File: config.mk
export PLATFORM = sky130hd
export DESIGN_NAME = mvm_front_flat
export DESIGN_NICKNAME = d
export VERILOG_FILES = /design/src/multi_voice_audio_mixer_core_defines.svh /design/src/mvm_pkg.sv /design/src/mvm_if.sv /design/src/mvm_front.sv /design/src/flat_wrapper.sv
export SDC_FILE = /design/constraint.sdc
export NUM_CORES = 1
export LEC_CHECK = 0
export BUFFER_PORTS_ARGS = -buffer_cell sky130_fd_sc_hd__buf_4
export CORE_MARGIN = 1
export CORE_UTILIZATION = 50
export DETAILED_ROUTE_END_ITERATION = 8
export HOLD_SLACK_MARGIN = 0.15
export PLACE_DENSITY = 0.84
export SLEW_MARGIN = 30
export SYNTH_ARGS = -nofsm -noshare
export SYNTH_HDL_FRONTEND = slang
export SYNTH_SLANG_ARGS = --single-unit
File: constraint.sdc
create_clock -name clk -period 4.6 [get_ports clk]
set_input_delay 0.92 -clock clk [delete_from_list [all_inputs] [get_ports clk]]
set_output_delay 0.92 -clock clk [all_outputs]
set_load 0.05 [all_outputs]
File: src/multi_voice_audio_mixer_core_defines.svh
// Assertion macros for the voice mixer core.
// Included by the top level; no other dependencies.
`ifndef MULTI_VOICE_AUDIO_MIXER_CORE_DEFINES_SVH
`define MULTI_VOICE_AUDIO_MIXER_CORE_DEFINES_SVH
// Implication checked on every clock edge outside reset.
`define MVM_ASSERT_IMP(label, clk, rst, a, c) \
  label: assert property (@(posedge clk) disable iff (rst) (a) |-> (c)) \
    else $error("mixer check failed");
// Implication checked in the cycle after the condition.
`define MVM_ASSERT_NEXT(label, clk, rst, a, c) \
  label: assert property (@(posedge clk) disable iff (rst) (a) |=> (c)) \
    else $error("mixer check failed");
`endif

File: src/mvm_pkg.sv
// Package for the voice mixer: kinds, status codes, sizes.
// No dependencies.
package mvm_pkg;
  localparam int NUM_VOICES_DEF    = 16;
  localparam int NUM_CLIPS_DEF     = 16;
  localparam int SAMPLE_FRAMES_DEF = 65536;
  localparam int SAMPLE_WIDTH      = 16;
  localparam logic [16:0] MAX_CLIP_FRAMES = 17'h10000;
  localparam logic [15:0] UNITY_GAIN = 16'd256;

  typedef enum logic [2:0] {
    KIND_WRITE  = 3'd0,
    KIND_DEFINE = 3'd1,
    KIND_PLAY   = 3'd2,
    KIND_VOLUME = 3'd3,
    KIND_MIX    = 3'd4
  } kind_t;

  localparam logic [1:0] ST_OK       = 2'd0;
  localparam logic [1:0] ST_NO_SLOT  = 2'd1;
  localparam logic [1:0] ST_NO_VOICE = 2'd2;

  typedef struct packed {
    logic [2:0]  kind;
    logic [15:0] address;
    logic [15:0] left_in;
    logic [15:0] right_in;
    logic [3:0]  clip;
    logic [16:0] clip_length;
    logic [7:0]  repeats;
    logic [15:0] voice_id;
    logic [15:0] volume;
  } cmd_t;

  typedef struct packed {
    logic [15:0] left_out;
    logic [15:0] right_out;
    logic [15:0] new_voice;
    logic [1:0]  status;
    logic [4:0]  active_voices;
  } res_t;
endpackage

File: src/mvm_if.sv
// Valid/ready channel interfaces for commands and results.
// Depends on mvm_pkg.
interface mvm_cmd_if;
  import mvm_pkg::*;
  logic valid;
  logic ready;
  logic [2:0]  kind;
  logic [15:0] address;
  logic [15:0] left_in;
  logic [15:0] right_in;
  logic [3:0]  clip;
  logic [16:0] clip_length;
  logic [7:0]  repeats;
  logic [15:0] voice_id;
  logic [15:0] volume;
  modport source (output valid, kind, address, left_in, right_in, clip, clip_length,
                  repeats, voice_id, volume, input ready);
  modport sink (input valid, kind, address, left_in, right_in, clip, clip_length,
                repeats, voice_id, volume, output ready);
endinterface


File: src/mvm_front.sv
// Front end: accepts commands and queues them for the engine.
// Depends on mvm_pkg.
module mvm_front #(
  parameter int DEPTH = 2
) (
  input  logic         clk,
  input  logic         rst,
  mvm_cmd_if.sink      cmd,
  output mvm_pkg::cmd_t q_data,
  output logic         q_valid,
  input  logic         q_pop
);
  import mvm_pkg::*;
  localparam int AW = (DEPTH > 1) ? $clog2(DEPTH) : 1;

  cmd_t          buf_q [DEPTH];
  logic [AW-1:0] wr_ptr, rd_ptr;
  logic [AW:0]   count;
  logic          push;
  cmd_t          in_c;

  assign in_c = '{kind: cmd.kind, address: cmd.address, left_in: cmd.left_in,
                  right_in: cmd.right_in, clip: cmd.clip, clip_length: cmd.clip_length,
                  repeats: cmd.repeats, voice_id: cmd.voice_id, volume: cmd.volume};
  assign cmd.ready = (count != (AW+1)'(DEPTH));
  assign push      = cmd.valid && cmd.ready;
  assign q_valid   = (count != '0);
  assign q_data    = buf_q[rd_ptr];

  // Queue storage
  always_ff @(posedge clk) begin
    if (push) buf_q[wr_ptr] <= in_c;
  end

  // Queue pointers
  always_ff @(posedge clk) begin
    if (rst) begin
      wr_ptr <= '0;
      rd_ptr <= '0;
      count  <= '0;
    end else begin
      if (push) wr_ptr <= (wr_ptr == AW'(DEPTH-1)) ? '0 : wr_ptr + 1'b1;
      if (q_pop) rd_ptr <= (rd_ptr == AW'(DEPTH-1)) ? '0 : rd_ptr + 1'b1;
      count <= count + (AW+1)'(push) - (AW+1)'(q_pop);
    end
  end
endmodule

File: src/flat_wrapper.sv
// flat-port wrapper written by rule: the top's interface ports become plain ports
module mvm_front_flat import mvm_pkg::*;
#(
  parameter int DEPTH = 2
)
  (clk, rst, q_data, q_valid, q_pop, cmd_valid, cmd_kind, cmd_address, cmd_left_in, cmd_right_in, cmd_clip, cmd_clip_length, cmd_repeats, cmd_voice_id, cmd_volume, cmd_ready);
  mvm_cmd_if cmd_i ();
  input  logic clk;
  input  logic rst;
  output mvm_pkg::cmd_t q_data;
  output logic q_valid;
  input  logic q_pop;
  input wire logic [$bits(cmd_i.valid)-1:0] cmd_valid;
  input wire logic [$bits(cmd_i.kind)-1:0] cmd_kind;
  input wire logic [$bits(cmd_i.address)-1:0] cmd_address;
  input wire logic [$bits(cmd_i.left_in)-1:0] cmd_left_in;
  input wire logic [$bits(cmd_i.right_in)-1:0] cmd_right_in;
  input wire logic [$bits(cmd_i.clip)-1:0] cmd_clip;
  input wire logic [$bits(cmd_i.clip_length)-1:0] cmd_clip_length;
  input wire logic [$bits(cmd_i.repeats)-1:0] cmd_repeats;
  input wire logic [$bits(cmd_i.voice_id)-1:0] cmd_voice_id;
  input wire logic [$bits(cmd_i.volume)-1:0] cmd_volume;
  output wire logic [$bits(cmd_i.ready)-1:0] cmd_ready;
  assign cmd_i.valid = cmd_valid;
  assign cmd_i.kind = cmd_kind;
  assign cmd_i.address = cmd_address;
  assign cmd_i.left_in = cmd_left_in;
  assign cmd_i.right_in = cmd_right_in;
  assign cmd_i.clip = cmd_clip;
  assign cmd_i.clip_length = cmd_clip_length;
  assign cmd_i.repeats = cmd_repeats;
  assign cmd_i.voice_id = cmd_voice_id;
  assign cmd_i.volume = cmd_volume;
  assign cmd_ready = cmd_i.ready;
  mvm_front #(.DEPTH(DEPTH)) u_core (.clk(clk), .rst(rst), .cmd(cmd_i), .q_data(q_data), .q_valid(q_valid), .q_pop(q_pop));
endmodule
==> summary.md <==
| Metric | Value |
|---|---|
| Status | `complete, no violations` |
| Cts repair resizes | `0` |
| Final number of hold-violating endpoints | `0` |
| Required time of the worst setup path | `3.68 ns` |
| Half-perimeter wire length of the detailed placement result | `10,500 um` |
| Buffers inserted during post-CTS setup optimization | `0` |
| Maximum number of pins on one net before global-route repair | `58` |
| Buf+Inv Stages, Crit Path | `2` |
| Worst-path fanout max | `57` |
| Final TNS setup | `0 ns` |
| 1st-iter DRT viols | `269` |
| Total Die Area | `about 0.017 mm^2` |
| Floorplan core area | `0.0161 mm^2` |
| Number of distinct library cell variants in the gate-level netlist after synthesis | `22` |
| Avg Vias per Cell | `5.04` |
| Total global routing overflow | `0` |
| Number of warning messages in the yosys log | `0` |
| Clock root buffer | `sky130_fd_sc_hd__clkbuf_16` |
| Count of TritonRoute iterations in the first routing pass | `4` |
| Die boundary width | `131 um` |
| Height of the chip | `131 um` |
| Area share of the leading cell type in the synthesized netlist | `0.809` |
| Type of the worst setup path | `reg2out` |
| Number of enable flip-flop cells after synthesis | `224` |
| Dpl cell area | `0.0103 mm^2` |
| Setup violators final | `0` |
| Largest stage delay on the critical path | `0.85 ns` |
| Total number of placement rows | `46` |
| Post-synthesis area per instance | `between 20 and 25 um^2` |
| Final-layout fill cell count | `1,045` |
| GRT Total Usage | `0.183` |
| Sinks on Clock Net | `229` |
| Achievable Freq | `300 MHz` |
| Clock latency on the worst-skew pair | `0.50 ns` |
| Bufs on Longest Clock Path | `3` |
| Number of buffers inserted during clock tree synthesis | `24` |
| Total of buffers placed on input and output ports | `between 200 and 250` |
| Prevailing post-synth register cell | `sky130_fd_sc_hd__edfxtp_1` |
| Synth top cells by count | `sky130_fd_sc_hd__edfxtp_1 (224), sky130_fd_sc_hd__mux2_2 (113), sky130_fd_sc_hd__buf_4 (6)` |
| Worst path top cell family by delay | `flip-flops` |
| Multi-input gate area | `0.00140 mm^2` |
| Fraction of layout instances using a drive strength above 1 | `0.608` |
| Crit path launch type | `flip-flop` |
| Crit. End Element | `output port` |
| Hold Path Class | `reg2reg` |
| Number of global-route vias before repair | `4,606` |
| Routed WL | `16,300 um` |
| Reg2reg setup slack | `2.44 ns` |
| Initial core utilization | `0.518` |
| Clk pin slew, worst setup/hold paths | `0.06 ns` |
| Slowest stage cell on the critical path | `sky130_fd_sc_hd__dfxtp_4` |
| Syn_nets | `between 400 and 500` |
| Worst Hold Path Cells | `2` |
| Wirelength per Cell | `between 15 and 20 um` |
| Leakage | `4.13 nW` |
| Worst slack at placement | `about 1.8 ns` |
| Number of top-level design ports | `230` |
| Leading post-synthesis cells by cell area | `sky130_fd_sc_hd__edfxtp_1 (81%), sky130_fd_sc_hd__mux2_2 (15%), sky130_fd_sc_hd__dfxtp_1 (1.2%)` |
| Async S/R FF share, synth | `0` |
| Number of max-cap violations | `0` |
| Initial antenna violation count | `1` |
| Sequence of cells on the critical path | `buf_12 -> mux2_2 -> buf_4` |
| Final worst slack | `1.27 ns` |
| Count of H-tree levels built during CTS | `1` |
| Clock period minus worst slack | `3.33 ns` |
| Total power divided by cell area | `498 mW/mm^2` |
| Setup repair after global routing missed its margin | `no` |
| Cell depth of the worst flop-to-flop path | `4` |
| Residual DRC count | `0` |
| Relative slew margins | `0.463` |
| Synthesis-stage register bit count | `229` |
| Cell Area, Synth | `about 0.0083 mm^2` |
| Global placer's final weighted congestion | `0.706` |
| Global-route wire length before repair | `23,500 um` |
| Peak ir drop on the vdd network | `0.332 mV` |
| Sequential share of the synthesized area | `0.821` |
| Tcrit/Tclk final | `0.725` |
| Worst Clk Skew | `0.00898 ns` |
| Max-slew violations | `0` |
| Clock tree from TritonCTS | `yes` |
| Area occupied by registers | `0.00683 mm^2` |
| Cell type with the largest total area after synthesis | `sky130_fd_sc_hd__edfxtp_1` |
| Total Nets Final | `737` |
| Total number of vias | `4,301` |
| Logic depth of the worst path, buffers included | `3` |
| Antenna-violating nets left | `0` |
| Synthesized instance count | `374` |
| Worst hold-check slack | `0.543 ns` |
| Arrival time worst endpoint | `2.41 ns` |
| CTS Hold Bufs | `0` |
| Layout Area Growth over Synthesis | `33.1%` |
| Worst Tran Pin Value | `0.805 ns` |
| Most frequently used cell type in the post-synthesis netlist | `sky130_fd_sc_hd__edfxtp_1` |
| Area of all placed cells without fillers | `about 0.011 mm^2` |
-- cell type report --
type / count / share of cell area
clock buffers: 26 / 0.0568
repair buffers: 232 / 0.161
clock inverters: 17 / 0.0142
flip-flops and latches: 229 / 0.617
well taps: 216 / 0.0244
multi-input cells: 131 / 0.126
inverters: 2 / 0.000904
diodes: 1 / 0.000226
-- metrics by stage --
| stage | util | power (mW) | std cells |
|---|---|---|---|
| after detailed placement | 0.641 | 3.67 | 810 |
| final | 0.690 | 5.52 | 854 |
| after CTS | 0.690 | 5.56 | 853 |
| after floorplan | - | 3.31 | 374 |
| after global routing | 0.690 | 5.69 | 853 |
| after global placement | 0.641 | 3.63 | 810 |
-- flip-flops by register name, summed over array words and instances, names as in the netlist, named ones only --
name           count
u_core.wr_ptr      1
u_core.buf_q     224
u_core.rd_ptr      1
u_core.count       2
-- layout by cell type (no fill, tap or decap), drive strengths merged, types with 2 or more instances in the layout --
cell type,instances
a21oi,2
buf,232
mux2,113
clkbuf,26
inv,3
clkinv,13
edfxtp,224
bufinv,3
nor2,3
dfxtp,5
-- layer usage --
layer  track usage  up-vias  share of wire  wire length (um)
met5             0        -              0                 0
met3        0.0643       34          0.093              1510
li1              -     1975              -                 -
met1         0.212     2110           0.38              6220
met4        0.0561        0          0.022               359
met2         0.318      182           0.50              8160
-- worst min-delay path, stage by stage (launching register included) --
cell	delay (ns)
sky130_fd_sc_hd__dfxtp_1	0.32
sky130_fd_sc_hd__xnor2_1	0.09
sky130_fd_sc_hd__nor2_1	0.09
-- logic make-up (layout without fill, tap and decap cells) --
group / Yosys count / count (layout) / share of synthesized area
multiplexers: 114 / 114 / 0.154
AO/OA/AOI/OAI: 4 / 4 / 0.00331
adder cells (fa/ha/maj): 1 / 1 / 0.00150
AND/OR/NAND/NOR: 11 / 11 / 0.00722
XOR/XNOR: 1 / 1 / 0.00105
buffers and inverters: 14 / 277 / 0.0122
other: 0 / 1 / 0
flip-flops: 229 / 229 / 0.821
-- report_power, final --
part / leakage (nW) / switching, mW / internal (mW) / total, mW
Sequential: 2.13 / 0.0582 / 2.48 / 2.54
Clock: 0.395 / 0.747 / 1.15 / 1.90
Combinational: 1.61 / 0.711 / 0.368 / 1.08
Total: 4.13 / 1.52 / 4.00 / 5.52
-- final timing paths --
kind | to | startpoint
worst max-delay path | q_data[45] | flip-flop
worst min register to register | flip-flop | u_core.rd_ptr
worst min-delay path | flip-flop | u_core.rd_ptr
worst max register to register | u_core.buf_q[0][15] | u_core.count[0]
No activity file was read; power rests on OpenSTA's default activity.
